**src/qphs_pkg.sv**
```systemverilog
// shared types and constants of the quadratic probing hash set
// no dependencies
package qphs_pkg;

    localparam int KEY_W      = 31;
    localparam int SIZE_W     = 7;
    localparam int REQ_W      = 2;
    localparam int CNT_W      = $clog2(KEY_W);
    localparam int IN_DATA_W  = 32;
    localparam int IN_USER_W  = 2;
    localparam int OUT_DATA_W = 16;

    localparam logic [SIZE_W-1:0] SIZE_RESET = 7'd64;

    typedef enum logic [REQ_W-1:0] {
        REQ_INSERT = 2'd0,
        REQ_LOOKUP = 2'd1,
        REQ_DELETE = 2'd2,
        REQ_NOP    = 2'd3
    } req_t;

    typedef enum logic [2:0] {
        ST_CLEAR,
        ST_IDLE,
        ST_MOD,
        ST_READ,
        ST_CHECK,
        ST_FINISH
    } state_t;

    // one slot of the table
    typedef struct packed {
        logic             used;
        logic             deleted;
        logic [KEY_W-1:0] key;
    } entry_t;

    localparam int ENTRY_W = $bits(entry_t);

endpackage

```
**src/quadratic_probe_hash_set.sv**
```systemverilog
// quadratic probing hash set with tombstones, table held in one ram
// depends on qphs_pkg, qphs_ram, qphs_mod
//
//  channel   dir  signals                       contents
//  s_axis    in   tvalid tready tdata tuser     key, request type
//  m_axis    out  tvalid tready tdata           found, insert_failed, element_count
//  cfg       in   cfg_we cfg_wdata              table_size
//
// an item runs from one input transfer to the next through the serial key mod
// size unit (31 bit steps, then done), a ram read and a check per probe, the
// finish state that posts the result and a return to idle; a nop request goes
// straight from idle to finish
// after reset a clearing pass writes every slot with s_axis_tready low
// one item at a time; a finished result holds in the output register and a
// stalled output only holds the block in its finish state
module quadratic_probe_hash_set #(
    parameter int TABLE_DEPTH = 64
) (
    input  logic                            clk,
    input  logic                            rst_n,
    // key [30:0]
    input  logic [qphs_pkg::IN_DATA_W-1:0]  s_axis_tdata,
    // req_type [1:0]
    input  logic [qphs_pkg::IN_USER_W-1:0]  s_axis_tuser,
    input  logic                            s_axis_tvalid,
    output logic                            s_axis_tready,
    // found [0], insert_failed [1], element_count [8:2]
    output logic [qphs_pkg::OUT_DATA_W-1:0] m_axis_tdata,
    output logic                            m_axis_tvalid,
    input  logic                            m_axis_tready,
    input  logic                            cfg_we,
    input  logic [qphs_pkg::SIZE_W-1:0]     cfg_wdata
);
    import qphs_pkg::*;

    localparam int AW = $clog2(TABLE_DEPTH);

    function automatic logic [SIZE_W-1:0] mod_add(
        input logic [SIZE_W-1:0] a,
        input logic [SIZE_W-1:0] b,
        input logic [SIZE_W-1:0] m
    );
        logic [SIZE_W:0] s;
        s = {1'b0, a} + {1'b0, b};
        if (s >= {1'b0, m})
        begin
            s = s - {1'b0, m};
        end
        return s[SIZE_W-1:0];
    endfunction

    state_t             state_reg, state_next;
    logic [SIZE_W-1:0]  table_size_reg;
    logic [SIZE_W-1:0]  eff_size;
    logic [AW-1:0]      clr_addr_reg;
    logic [KEY_W-1:0]   key_reg;
    req_t               req_reg;
    logic [SIZE_W-1:0]  size_reg;
    logic [SIZE_W-1:0]  pos_reg;
    logic [SIZE_W-1:0]  off_reg;
    logic [SIZE_W-1:0]  d_reg;
    logic [SIZE_W-1:0]  iter_reg;
    logic [SIZE_W-1:0]  count_reg;
    logic               found_reg;
    logic               fail_reg;
    logic               m_valid_reg;
    logic [OUT_DATA_W-1:0] m_data_reg;

    logic               in_xfer;
    logic               out_load;
    logic               mod_start;
    logic               mod_done;
    logic [SIZE_W-1:0]  mod_rem;
    logic               ram_we;
    logic [AW-1:0]      ram_waddr;
    entry_t             ram_wdata;
    entry_t             ram_rdata;
    logic [SIZE_W-1:0]  iter_inc;
    logic [SIZE_W-1:0]  off_step;
    logic [SIZE_W-1:0]  pos_step;
    logic [SIZE_W-1:0]  d_step;
    logic               is_free;
    logic               is_match;
    logic               chk_insert;
    logic               chk_delete;
    logic               chk_found;
    logic               chk_fail;
    logic               chk_step;

    // effective size: zero acts as one, capped at the table depth
    always_comb
    begin
        if (table_size_reg == '0)
        begin
            eff_size = SIZE_W'(1);
        end
        else if (32'(table_size_reg) > TABLE_DEPTH)
        begin
            eff_size = SIZE_W'(TABLE_DEPTH);
        end
        else
        begin
            eff_size = table_size_reg;
        end
    end

    assign in_xfer   = s_axis_tvalid && s_axis_tready;
    assign mod_start = in_xfer && (req_t'(s_axis_tuser[REQ_W-1:0]) != REQ_NOP);
    assign out_load  = (state_reg == ST_FINISH) && (!m_valid_reg || m_axis_tready);

    // probe step: offset i*i grows by 2i-1, all mod size
    assign iter_inc = iter_reg + 1'b1;
    assign off_step = mod_add(off_reg, d_reg, size_reg);
    assign pos_step = mod_add(pos_reg, off_step, size_reg);
    assign d_step   = mod_add(mod_add(d_reg, SIZE_W'(1), size_reg), SIZE_W'(1), size_reg);

    // slot check
    always_comb
    begin
        is_free    = !ram_rdata.used || ram_rdata.deleted;
        is_match   = ram_rdata.used && !ram_rdata.deleted && (ram_rdata.key == key_reg);
        chk_insert = 1'b0;
        chk_delete = 1'b0;
        chk_found  = 1'b0;
        chk_fail   = 1'b0;
        chk_step   = 1'b0;
        if (state_reg == ST_CHECK)
        begin
            if (req_reg == REQ_INSERT)
            begin
                if (is_free)
                begin
                    chk_insert = 1'b1;
                end
                else if (iter_inc >= size_reg)
                begin
                    chk_fail = 1'b1;
                end
                else
                begin
                    chk_step = 1'b1;
                end
            end
            else if (ram_rdata.used)
            begin
                if (is_match)
                begin
                    chk_found  = 1'b1;
                    chk_delete = (req_reg == REQ_DELETE);
                end
                else if (iter_inc < size_reg)
                begin
                    chk_step = 1'b1;
                end
            end
        end
    end

    // next state
    always_comb
    begin
        state_next = state_reg;
        case (state_reg)
            ST_CLEAR:
            begin
                if (clr_addr_reg == AW'(TABLE_DEPTH - 1))
                begin
                    state_next = ST_IDLE;
                end
            end
            ST_IDLE:
            begin
                if (in_xfer)
                begin
                    state_next = mod_start ? ST_MOD : ST_FINISH;
                end
            end
            ST_MOD:
            begin
                if (mod_done)
                begin
                    state_next = ST_READ;
                end
            end
            ST_READ:
            begin
                state_next = ST_CHECK;
            end
            ST_CHECK:
            begin
                state_next = chk_step ? ST_READ : ST_FINISH;
            end
            ST_FINISH:
            begin
                if (out_load)
                begin
                    state_next = ST_IDLE;
                end
            end
            default:
            begin
                state_next = ST_IDLE;
            end
        endcase
    end

    // outputs: handshake and ram write port
    always_comb
    begin
        s_axis_tready = 1'b0;
        ram_we        = 1'b0;
        ram_waddr     = AW'(pos_reg);
        ram_wdata     = '{used: 1'b1, deleted: 1'b0, key: key_reg};
        case (state_reg)
            ST_CLEAR:
            begin
                ram_we    = 1'b1;
                ram_waddr = clr_addr_reg;
                ram_wdata = '0;
            end
            ST_IDLE:
            begin
                s_axis_tready = 1'b1;
            end
            ST_CHECK:
            begin
                ram_we            = chk_insert || chk_delete;
                ram_wdata.deleted = chk_delete;
            end
            default:
            begin
                s_axis_tready = 1'b0;
            end
        endcase
    end

    // control registers
    always_ff @(posedge clk or negedge rst_n)
    begin
        if (!rst_n)
        begin
            state_reg      <= ST_CLEAR;
            table_size_reg <= SIZE_RESET;
            clr_addr_reg   <= '0;
            count_reg      <= '0;
            m_valid_reg    <= 1'b0;
        end
        else
        begin
            state_reg <= state_next;
            if (cfg_we)
            begin
                table_size_reg <= cfg_wdata;
            end
            if (state_reg == ST_CLEAR)
            begin
                clr_addr_reg <= clr_addr_reg + 1'b1;
            end
            if (chk_insert)
            begin
                count_reg <= count_reg + 1'b1;
            end
            else if (chk_delete)
            begin
                count_reg <= count_reg - 1'b1;
            end
            if (out_load)
            begin
                m_valid_reg <= 1'b1;
            end
            else if (m_axis_tready)
            begin
                m_valid_reg <= 1'b0;
            end
        end
    end

    // per item datapath
    always_ff @(posedge clk)
    begin
        if (in_xfer)
        begin
            key_reg   <= s_axis_tdata[KEY_W-1:0];
            req_reg   <= req_t'(s_axis_tuser[REQ_W-1:0]);
            size_reg  <= eff_size;
            iter_reg  <= '0;
            off_reg   <= '0;
            d_reg     <= mod_add('0, SIZE_W'(1), eff_size);
            found_reg <= 1'b0;
            fail_reg  <= 1'b0;
        end
        if (mod_done)
        begin
            pos_reg <= mod_rem;
        end
        if (chk_step)
        begin
            iter_reg <= iter_inc;
            off_reg  <= off_step;
            pos_reg  <= pos_step;
            d_reg    <= d_step;
        end
        if (chk_found)
        begin
            found_reg <= 1'b1;
        end
        if (chk_fail)
        begin
            fail_reg <= 1'b1;
        end
        if (out_load)
        begin
            m_data_reg <= OUT_DATA_W'({count_reg, fail_reg, found_reg});
        end
    end

    assign m_axis_tvalid = m_valid_reg;
    assign m_axis_tdata  = m_data_reg;

    // key mod size
    qphs_mod u_mod (
        .clk      (clk),
        .rst_n    (rst_n),
        .start    (mod_start),
        .dividend (s_axis_tdata[KEY_W-1:0]),
        .divisor  (eff_size),
        .done     (mod_done),
        .rem      (mod_rem)
    );

    // slot table
    qphs_ram #(
        .WIDTH (ENTRY_W),
        .DEPTH (TABLE_DEPTH)
    ) u_table (
        .clk   (clk),
        .we    (ram_we),
        .waddr (ram_waddr),
        .wdata (ram_wdata),
        .raddr (AW'(pos_reg)),
        .rdata (ram_rdata)
    );

endmodule

```
**src/qphs_ram.sv**
```systemverilog
// generic single write port ram with registered read
// no dependencies
module qphs_ram #(
    parameter int WIDTH = 8,
    parameter int DEPTH = 64
) (
    input  logic                     clk,
    input  logic                     we,
    input  logic [$clog2(DEPTH)-1:0] waddr,
    input  logic [WIDTH-1:0]         wdata,
    input  logic [$clog2(DEPTH)-1:0] raddr,
    output logic [WIDTH-1:0]         rdata
);

    logic [WIDTH-1:0] mem [DEPTH];

    // write port
    always_ff @(posedge clk)
    begin
        if (we)
        begin
            mem[waddr] <= wdata;
        end
    end

    // registered read port
    always_ff @(posedge clk)
    begin
        rdata <= mem[raddr];
    end

endmodule

```
**src/qphs_mod.sv**
```systemverilog
// serial remainder unit: key mod size, one dividend bit per cycle
// depends on qphs_pkg
module qphs_mod (
    input  logic                        clk,
    input  logic                        rst_n,
    input  logic                        start,
    input  logic [qphs_pkg::KEY_W-1:0]  dividend,
    input  logic [qphs_pkg::SIZE_W-1:0] divisor,
    output logic                        done,
    output logic [qphs_pkg::SIZE_W-1:0] rem
);
    import qphs_pkg::*;

    logic                busy_reg;
    logic                done_reg;
    logic [CNT_W-1:0]    cnt_reg;
    logic [KEY_W-1:0]    dvd_reg;
    logic [SIZE_W-1:0]   div_reg;
    logic [SIZE_W-1:0]   rem_reg;
    logic [SIZE_W:0]     trial;
    logic [SIZE_W-1:0]   rem_next;

    // restoring step: shift in the next bit, subtract when it fits
    always_comb
    begin
        trial = {rem_reg, dvd_reg[KEY_W-1]};
        if (trial >= {1'b0, div_reg})
        begin
            trial = trial - {1'b0, div_reg};
        end
        rem_next = trial[SIZE_W-1:0];
    end

    // control
    always_ff @(posedge clk or negedge rst_n)
    begin
        if (!rst_n)
        begin
            busy_reg <= 1'b0;
            done_reg <= 1'b0;
            cnt_reg  <= '0;
        end
        else
        begin
            done_reg <= busy_reg && (cnt_reg == '0);
            if (start)
            begin
                busy_reg <= 1'b1;
                cnt_reg  <= CNT_W'(KEY_W - 1);
            end
            else if (busy_reg)
            begin
                cnt_reg <= cnt_reg - 1'b1;
                if (cnt_reg == '0)
                begin
                    busy_reg <= 1'b0;
                end
            end
        end
    end

    // datapath
    always_ff @(posedge clk)
    begin
        if (start)
        begin
            dvd_reg <= dividend;
            div_reg <= divisor;
            rem_reg <= '0;
        end
        else if (busy_reg)
        begin
            dvd_reg <= {dvd_reg[KEY_W-2:0], 1'b0};
            rem_reg <= rem_next;
        end
    end

    assign done = done_reg;
    assign rem  = rem_reg;

endmodule

```
**config.mk**
```make
export PLATFORM = sky130hd
export DESIGN_NAME = quadratic_probe_hash_set
export DESIGN_NICKNAME = d
export VERILOG_FILES = /design/src/qphs_pkg.sv /design/src/quadratic_probe_hash_set.sv /design/src/qphs_ram.sv /design/src/qphs_mod.sv
export SDC_FILE = /design/constraint.sdc
export NUM_CORES = 2
export LEC_CHECK = 0
export BUFFER_PORTS_ARGS = -buffer_cell sky130_fd_sc_hd__buf_2
export CAP_MARGIN = 10
export CORE_ASPECT_RATIO = 0.6
export CORE_MARGIN = 2
export CORE_UTILIZATION = 65
export DETAILED_ROUTE_END_ITERATION = 16
export PLACE_DENSITY = 0.78
export SLEW_MARGIN = 20
export SYNTH_ARGS = -nofsm -noshare
export SYNTH_HDL_FRONTEND = slang
export SYNTH_SLANG_ARGS = --single-unit
```
**constraint.sdc**
```tcl
create_clock -name clk -period 11.3 [get_ports clk]
set_clock_uncertainty 0.1 [all_clocks]
set_input_delay 0.565 -clock clk [delete_from_list [all_inputs] [get_ports clk]]
set_output_delay 0.565 -clock clk [all_outputs]
set_load 0.02 [all_outputs]
```
Word level (Yosys, flattened, before mapping)
Memories as Yosys holds them, arrays and structs flattened. A register that Yosys moved wholly into a read port is not among the register bits.
Cells that the tools add are included.

cells by class
  equal/unequal tests = 13
  add/sub/neg operators = 15
  multiplexer cells = 63
  reductions and logical operators = 22
  magnitude comparators = 9

operator list
  cell                                                                   number
  7-bit 2-to-1 mux                                                       17
  31-bit 2-to-1 mux                                                      3
  8-bit by 7-bit >= comparator with 1-bit output                         5
  7-bit subtractor                                                       5
  1-bit 2-to-1 mux                                                       32
  31-bit == test                                                         1
  3-bit 2-to-1 mux                                                       6
  3-bit one-hot mux with 6 select lines                                  1
  7-bit by 1-bit adder with 8-bit output (second input constant)         2
  7-bit by 7-bit adder with 8-bit output                                 2
  7-bit by 1-bit adder with 7-bit output (second input constant)         2
  5-bit 2-to-1 mux                                                       2
  2-bit nonzero test                                                     5
  2-bit != test (second input constant)                                  4
  1-bit by 7-bit >= comparator with 1-bit output (first input constant)  1
  7-bit >= comparator                                                    1
  7-bit > comparator (second input constant)                             1
  7-bit logical NOT                                                      1
  7-bit less-than comparator                                             1
  1-bit by 7-bit subtractor with 7-bit output (first input constant)     1
  7-bit by 1-bit subtractor with 7-bit output (second input constant)    1
  6-bit by 1-bit adder with 6-bit output (second input constant)         1
  3-bit by 2-bit == test with 1-bit output (second input constant)       2
  3-bit == test (second input constant)                                  2
  14 further kinds                                                       23

word-level totals
  logic and storage cells = 144
  register bits after elaboration = 155
  RAM bits = 2112
  memories = 1
  output and inout port bits = 18
  input bits = 46

memory list
  memory       depth  bits a word  rd ports  clocked after memory_dff  wr ports  line            text
  u_table.mem  64     33           1         1                         1         qphs_ram.sv:15  logic [WIDTH-1:0] mem [DEPTH];

Logic depth before layout (Yosys ltp)
  depth in word-level cells = 11
  mapped depth = 31
  depth with buffers taken out = 31

Modules after synthesis
Synthesis repeated with hierarchy kept, for this count alone.

unflattened totals
  cells, all modules = 4450
  area, all modules = 90803.3 um^2

modules (own cells, without submodules)
  module                    sequential area each (um^2)  area each (um^2)  instances  cells an instance
  qphs_ram                  64081.5                      81192.9           1          3598
  quadratic_probe_hash_set  2954.1                       7030.5            1          655
  qphs_mod                  1456.4                       2580.0            1          197

Worst setup path before layout
OpenSTA, ideal clock, no wires.

  path kind = flip-flop to flip-flop
  start = reg d_reg[0]
  end = reg pos_reg[0] (data pin)
  library setup time = 0.267 ns
  slack = 5.212 ns
  buffers on the path = 0
  arrival = 5.721 ns
  stages on the path, launching flop included = 27
  data required time = 10.933 ns
  period minus slack after synthesis = 6.088 ns
  cell sequence = edfxtp_1 > ha_1 > fa_1 > xor2_1 > ha_1 > nor2b_1 > o21ai_0 > a21boi_0 > o21ai_0 > a21boi_0 > a211oi_2 > mux2_2 > ha_1 > nor2b_1 > o21ai_0 > nand2b_1 > a21o_1 > a21oi_1 > xnor2_1 > ha_1 > nand4_1 > o21ai_0 > a31oi_1 > a21boi_1 > nor2_1 > a211oi_1 > a21oi_1

between the ends
  cells in the longest elaborated chain, start to end = 7
  elaborated cells between the ends (all ways) = 9
  those cells by class = 4 x add/sub; 2 x order compare; 3 x mux

ends and longest elaborated chain
  element                                                                             line                                                            text
  start, declared                                                                     quadratic_probe_hash_set.sv:61                                  logic [SIZE_W-1:0] d_reg;
  start signal, assigned                                                              quadratic_probe_hash_set.sv:288                                 d_reg <= mod_add('0, SIZE_W'(1), eff_size);
  start signal, assigned                                                              quadratic_probe_hash_set.sv:301                                 d_reg <= d_step;
  7-bit by 7-bit adder with 8-bit output (*)                                          quadratic_probe_hash_set.sv:44                                  s = {1'b0, a} + {1'b0, b};
  7-bit subtractor or 8-bit by 7-bit >= comparator with 1-bit output (tied branches)  quadratic_probe_hash_set.sv:47, quadratic_probe_hash_set.sv:45
  7-bit 2-to-1 mux (*)                                                                quadratic_probe_hash_set.sv:45                                  if (s >= {1'b0, m})
  net off_step[2]                                                                     quadratic_probe_hash_set.sv:79                                  logic [SIZE_W-1:0] off_step;
  7-bit by 7-bit adder with 8-bit output (*)                                          quadratic_probe_hash_set.sv:44
  8-bit by 7-bit >= comparator with 1-bit output (*)                                  quadratic_probe_hash_set.sv:45
  7-bit 2-to-1 mux (*)                                                                quadratic_probe_hash_set.sv:45
  7-bit 2-to-1 mux (*)                                                                quadratic_probe_hash_set.sv:296                                 if (chk_step)
  end signal, assigned                                                                quadratic_probe_hash_set.sv:294                                 pos_reg <= mod_rem;
  end signal, assigned                                                                quadratic_probe_hash_set.sv:300                                 pos_reg <= pos_step;
  end, declared                                                                       quadratic_probe_hash_set.sv:59                                  logic [SIZE_W-1:0] pos_reg;

Mark *: on every way through the listed nets, which the timed path passes. The rest lies on a longest branch.
A chain may end at the register's enable or synchronous reset.

Worst setup path after layout
  start = reg d_reg[0]
  end = reg pos_reg[1] (data pin)

The elaborated chain is that of the path after synthesis.

==> impl_metrics.env <==
export IMPL_clockRootBuffer="clkbuf_16"
export IMPL_yosys_warnings=0
export IMPL_antenna_found_initial=18
export IMPL_dpl_hpwl_mm=123
export IMPL_viasPerCell=7.33
export IMPL_p_sw_frac=0.298
export IMPL_rows=105
export IMPL_fmax_ghz=0.135
export IMPL_setup_viol=0
export IMPL_worst_pin_slew_ns=1.15
export IMPL_globalplace_congestion=0.894
export IMPL_cp_arrival_ns=7.88
export IMPL_io_buffers=55
export IMPL_reg_largest_list="u_table.mem x2112, u_table.rdata x33"
export IMPL_cp_common_cell="o21ai_0"
export IMPL_antenna_left=0
export IMPL_drv_cap=0
export IMPL_worstPathRequired_ns=11.77
export IMPL_clock_sinks=2300
export IMPL_end_kind="register"
export IMPL_hp_class="primary input to register"
export IMPL_grt_max_degree=133
export IMPL_fin_setup_tns_ns=0
export IMPL_cts_made_buffers=188
export IMPL_top_usage_layer="met2"
export IMPL_start_util=0.658
export IMPL_largest_reg_flops=2112
export IMPL_io_pins=64
export IMPL_slew_headroom=0.210
export IMPL_finalWorstPathRequiredPeriod_ns=7.41
export IMPL_place_ws_ns=4.25
export IMPL_die_height_um=293
export IMPL_run_status="finished, final reports clean"
export IMPL_cp_start_kind="register"
export IMPL_final_nets=4386
export IMPL_ys_seq_area_frac=0.758
export IMPL_drt_pass1_iterations=6
export IMPL_grtUsageTotal=0.355
export IMPL_core_mm2=0.137
export IMPL_drt_iter0_drc=8392
export IMPL_grt_met2_usage=0.536
export IMPL_slew_viol_final=0
export IMPL_top_register="u_table.mem"
export IMPL_power_switching_w=0.00671
export IMPL_wl_per_cell_um=39.5
export IMPL_critPathKind="register to register"
export IMPL_routed_wl_mm=247
export IMPL_seqPwrFrac=0.485
export IMPL_dr_total_vias=45800
export IMPL_cts_setup_buffers=0
export IMPL_fillers=7057
export IMPL_crit_slowest_cell="a21boi_1"
export IMPL_overflow=0
export IMPL_drcViolationCount=0
export IMPL_clockBufferDepth=3
export IMPL_r2r_slack_ns=3.89
export IMPL_use_met1=0.493
export IMPL_drive_gt1_frac=0.292
export IMPL_p_leak_nw=32.0
export IMPL_synth_top_area_frac=0.740
export IMPL_p_int_w=0.0158
export IMPL_grt_use_met3=0.114
export IMPL_setup_ws_ns=3.89
export IMPL_path_max_fanout=10
export IMPL_yosys_most_used_dff="edfxtp_1"
export IMPL_hold_violations=0
export IMPL_period_share=0.656
export IMPL_critPathTopFamily="compound AO/OA/AOI/OAI gates"
export IMPL_grt_pass1_vias=45900
export IMPL_fp_dieW_um=485
export IMPL_die_area_mm2=0.142
export IMPL_grt_pass1_wl_mm=348
export IMPL_slowest_delay_ns=0.77
export IMPL_syn_to_final_growth_pct=11.1
export IMPL_cts_htree_levels=4
export IMPL_syn_area_per_cell_um2=22.5
export IMPL_clk_pin_slew_worst_paths_ns=0.07
export IMPL_p_comb_frac=0.221
export IMPL_power_share_clock=0.295
export IMPL_ir_drop_v=0.000343
export IMPL_synth_cells=4023
export IMPL_synth_area_leaders="edfxtp_1 74%, mux4_2 17%, ha_1 0.96%"
export IMPL_crit_buf_inv=0
export IMPL_clk_latency_ns=0.83
export IMPL_synth_edff_count=2227
export IMPL_ys_ff_latch=2300
export IMPL_p_per_area_mw_per_mm2=224
export IMPL_mappedNetlistArea_mm2=0.0904
export IMPL_rsz0062_at_grt="no"
export IMPL_yosys_area_top_type="edfxtp_1"
export IMPL_synthDistinctLibCells=69
export IMPL_cts_tree="done"
export IMPL_async_flop_share=0.0135
-- power groups by stage --
stage,logic (W),clock network (W),registers (W)
2_1_floorplan,0.00305,0,0.0110
3_3_place_gp,0.00454,0,0.0110
3_5_place_dp,0.00469,0,0.0111
4_1_cts,0.00480,0.00666,0.0109
5_1_grt,0.00528,0.00694,0.0109
6_report,0.00496,0.00663,0.0109
-- synth_stat cells (4+ instances only) --
library cell and n:
nor2_1 106, xor2_1 22, nor2b_1 50, and2_1 8
fa_1 8, nor3_1 13, nand2_1 162, a21o_1 25
inv_1 52, a21oi_1 42, xnor2_1 68, mux2_2 22
dfrtp_1 30, nand3_1 20, edfxtp_1 2227, buf_6 4
nand4_1 16, clkbuf_1 91, nand2b_1 14, buf_4 24
o21ai_0 43, mux2i_1 17, buf_1 30, dfxtp_1 42
a21boi_0 4, nand3b_1 6, nor4_1 5, a211oi_1 4
mux4_2 689, a31oi_1 4, buf_2 42, ha_1 69
o21bai_1 7
-- layout by cell type, fill, tap and decap left out, types with 7 or more instances in the layout --
master,n
edfxtp_1,2227
mux4_2,689
clkbuf_16,191
nand2_1,162
buf_4,123
ha_1,69
xnor2_1,68
nor2_4,64
buf_2,55
clkinv_2,52
inv_1,51
dlygate4sd3_1,50
o21ai_0,43
a21oi_1,42
nor2_1,42
dfxtp_1,42
clkbuf_1,37
nor2b_4,31
dfrtp_1,30
clkinv_1,28
a21o_1,25
xor2_1,22
mux2_2,22
nand3_1,20
nor2b_1,19
mux2i_1,17
nand4_1,16
bufinv_16,16
nand2b_1,14
nor3_1,12
and2_1,8
fa_1,8
o21bai_1,7
conb_1,7
-- cell families (layout without fill, tap and decap cells) --
logic type / Yosys count / count (layout) / share of synthesized area
AO/OA/AOI/OAI: 161 / 161 / 0.0116
XOR/XNOR: 90 / 90 / 0.00872
adder cells (fa/ha/maj): 77 / 77 / 0.0113
buffers and inverters: 243 / 633 / 0.0120
flip-flops: 2300 / 2300 / 0.758
multiplexers: 728 / 728 / 0.176
other: 1 / 13 / 0.0000415
AND/OR/NAND/NOR: 423 / 423 / 0.0219
-- through the flow --
stage	total power, W	util	hold WS, ns	cells	cell area [µm²]
global route	0.0231	0.731	0.0617	6238	100000
floorplan	0.0141	-	0.169	4029	90400
CTS	0.0223	0.731	0.00110	6237	100000
detailed placement	0.0157	0.683	0.335	5841	93800
finish	0.0225	0.731	0.0357	6244	100000
global placement	0.0156	0.683	0.346	5841	93800
-- per-layer routing --
metal	share of wire	vias to the layer above
met5	0.00084	-
met2	0.46	4058
li1	-	17300
met1	0.34	23800
met3	0.15	614
met4	0.043	22
-- final cells by class --
cell class | count | area [µm²] | area share
diodes | 6 | 15.0 | 0.000150
clock buffers | 229 | 4930 | 0.0491
clock inverters | 117 | 1090 | 0.0109
inverters | 52 | 195 | 0.00194
multi-input cells | 1486 | 21500 | 0.214
flip-flops and latches | 2300 | 68500 | 0.682
well taps | 1819 | 2280 | 0.0227
repair buffers | 235 | 1850 | 0.0184
-- final timing paths --
path                       startpoint  cells after the start                end
min reg2reg                  fail_reg                      0    m_axis_tdata[1]
max                          d_reg[0]                     27         pos_reg[1]
max reg2reg                  d_reg[0]                     27         pos_reg[1]
max in group asynchronous       rst_n                      2    clr_addr_reg[2]
min                            cfg_we                      2  table_size_reg[6]
min in group asynchronous       rst_n                      2       count_reg[6]
-- repair_timing --
item | in CTS | in global routing
hold buffers | 50 | 0
endpoints found under the hold margin | 104 | 0
setup endpoints to repair | 0 | 0
gates resized for setup | 0 | 0
No activity file was read; power rests on OpenSTA's default activity.
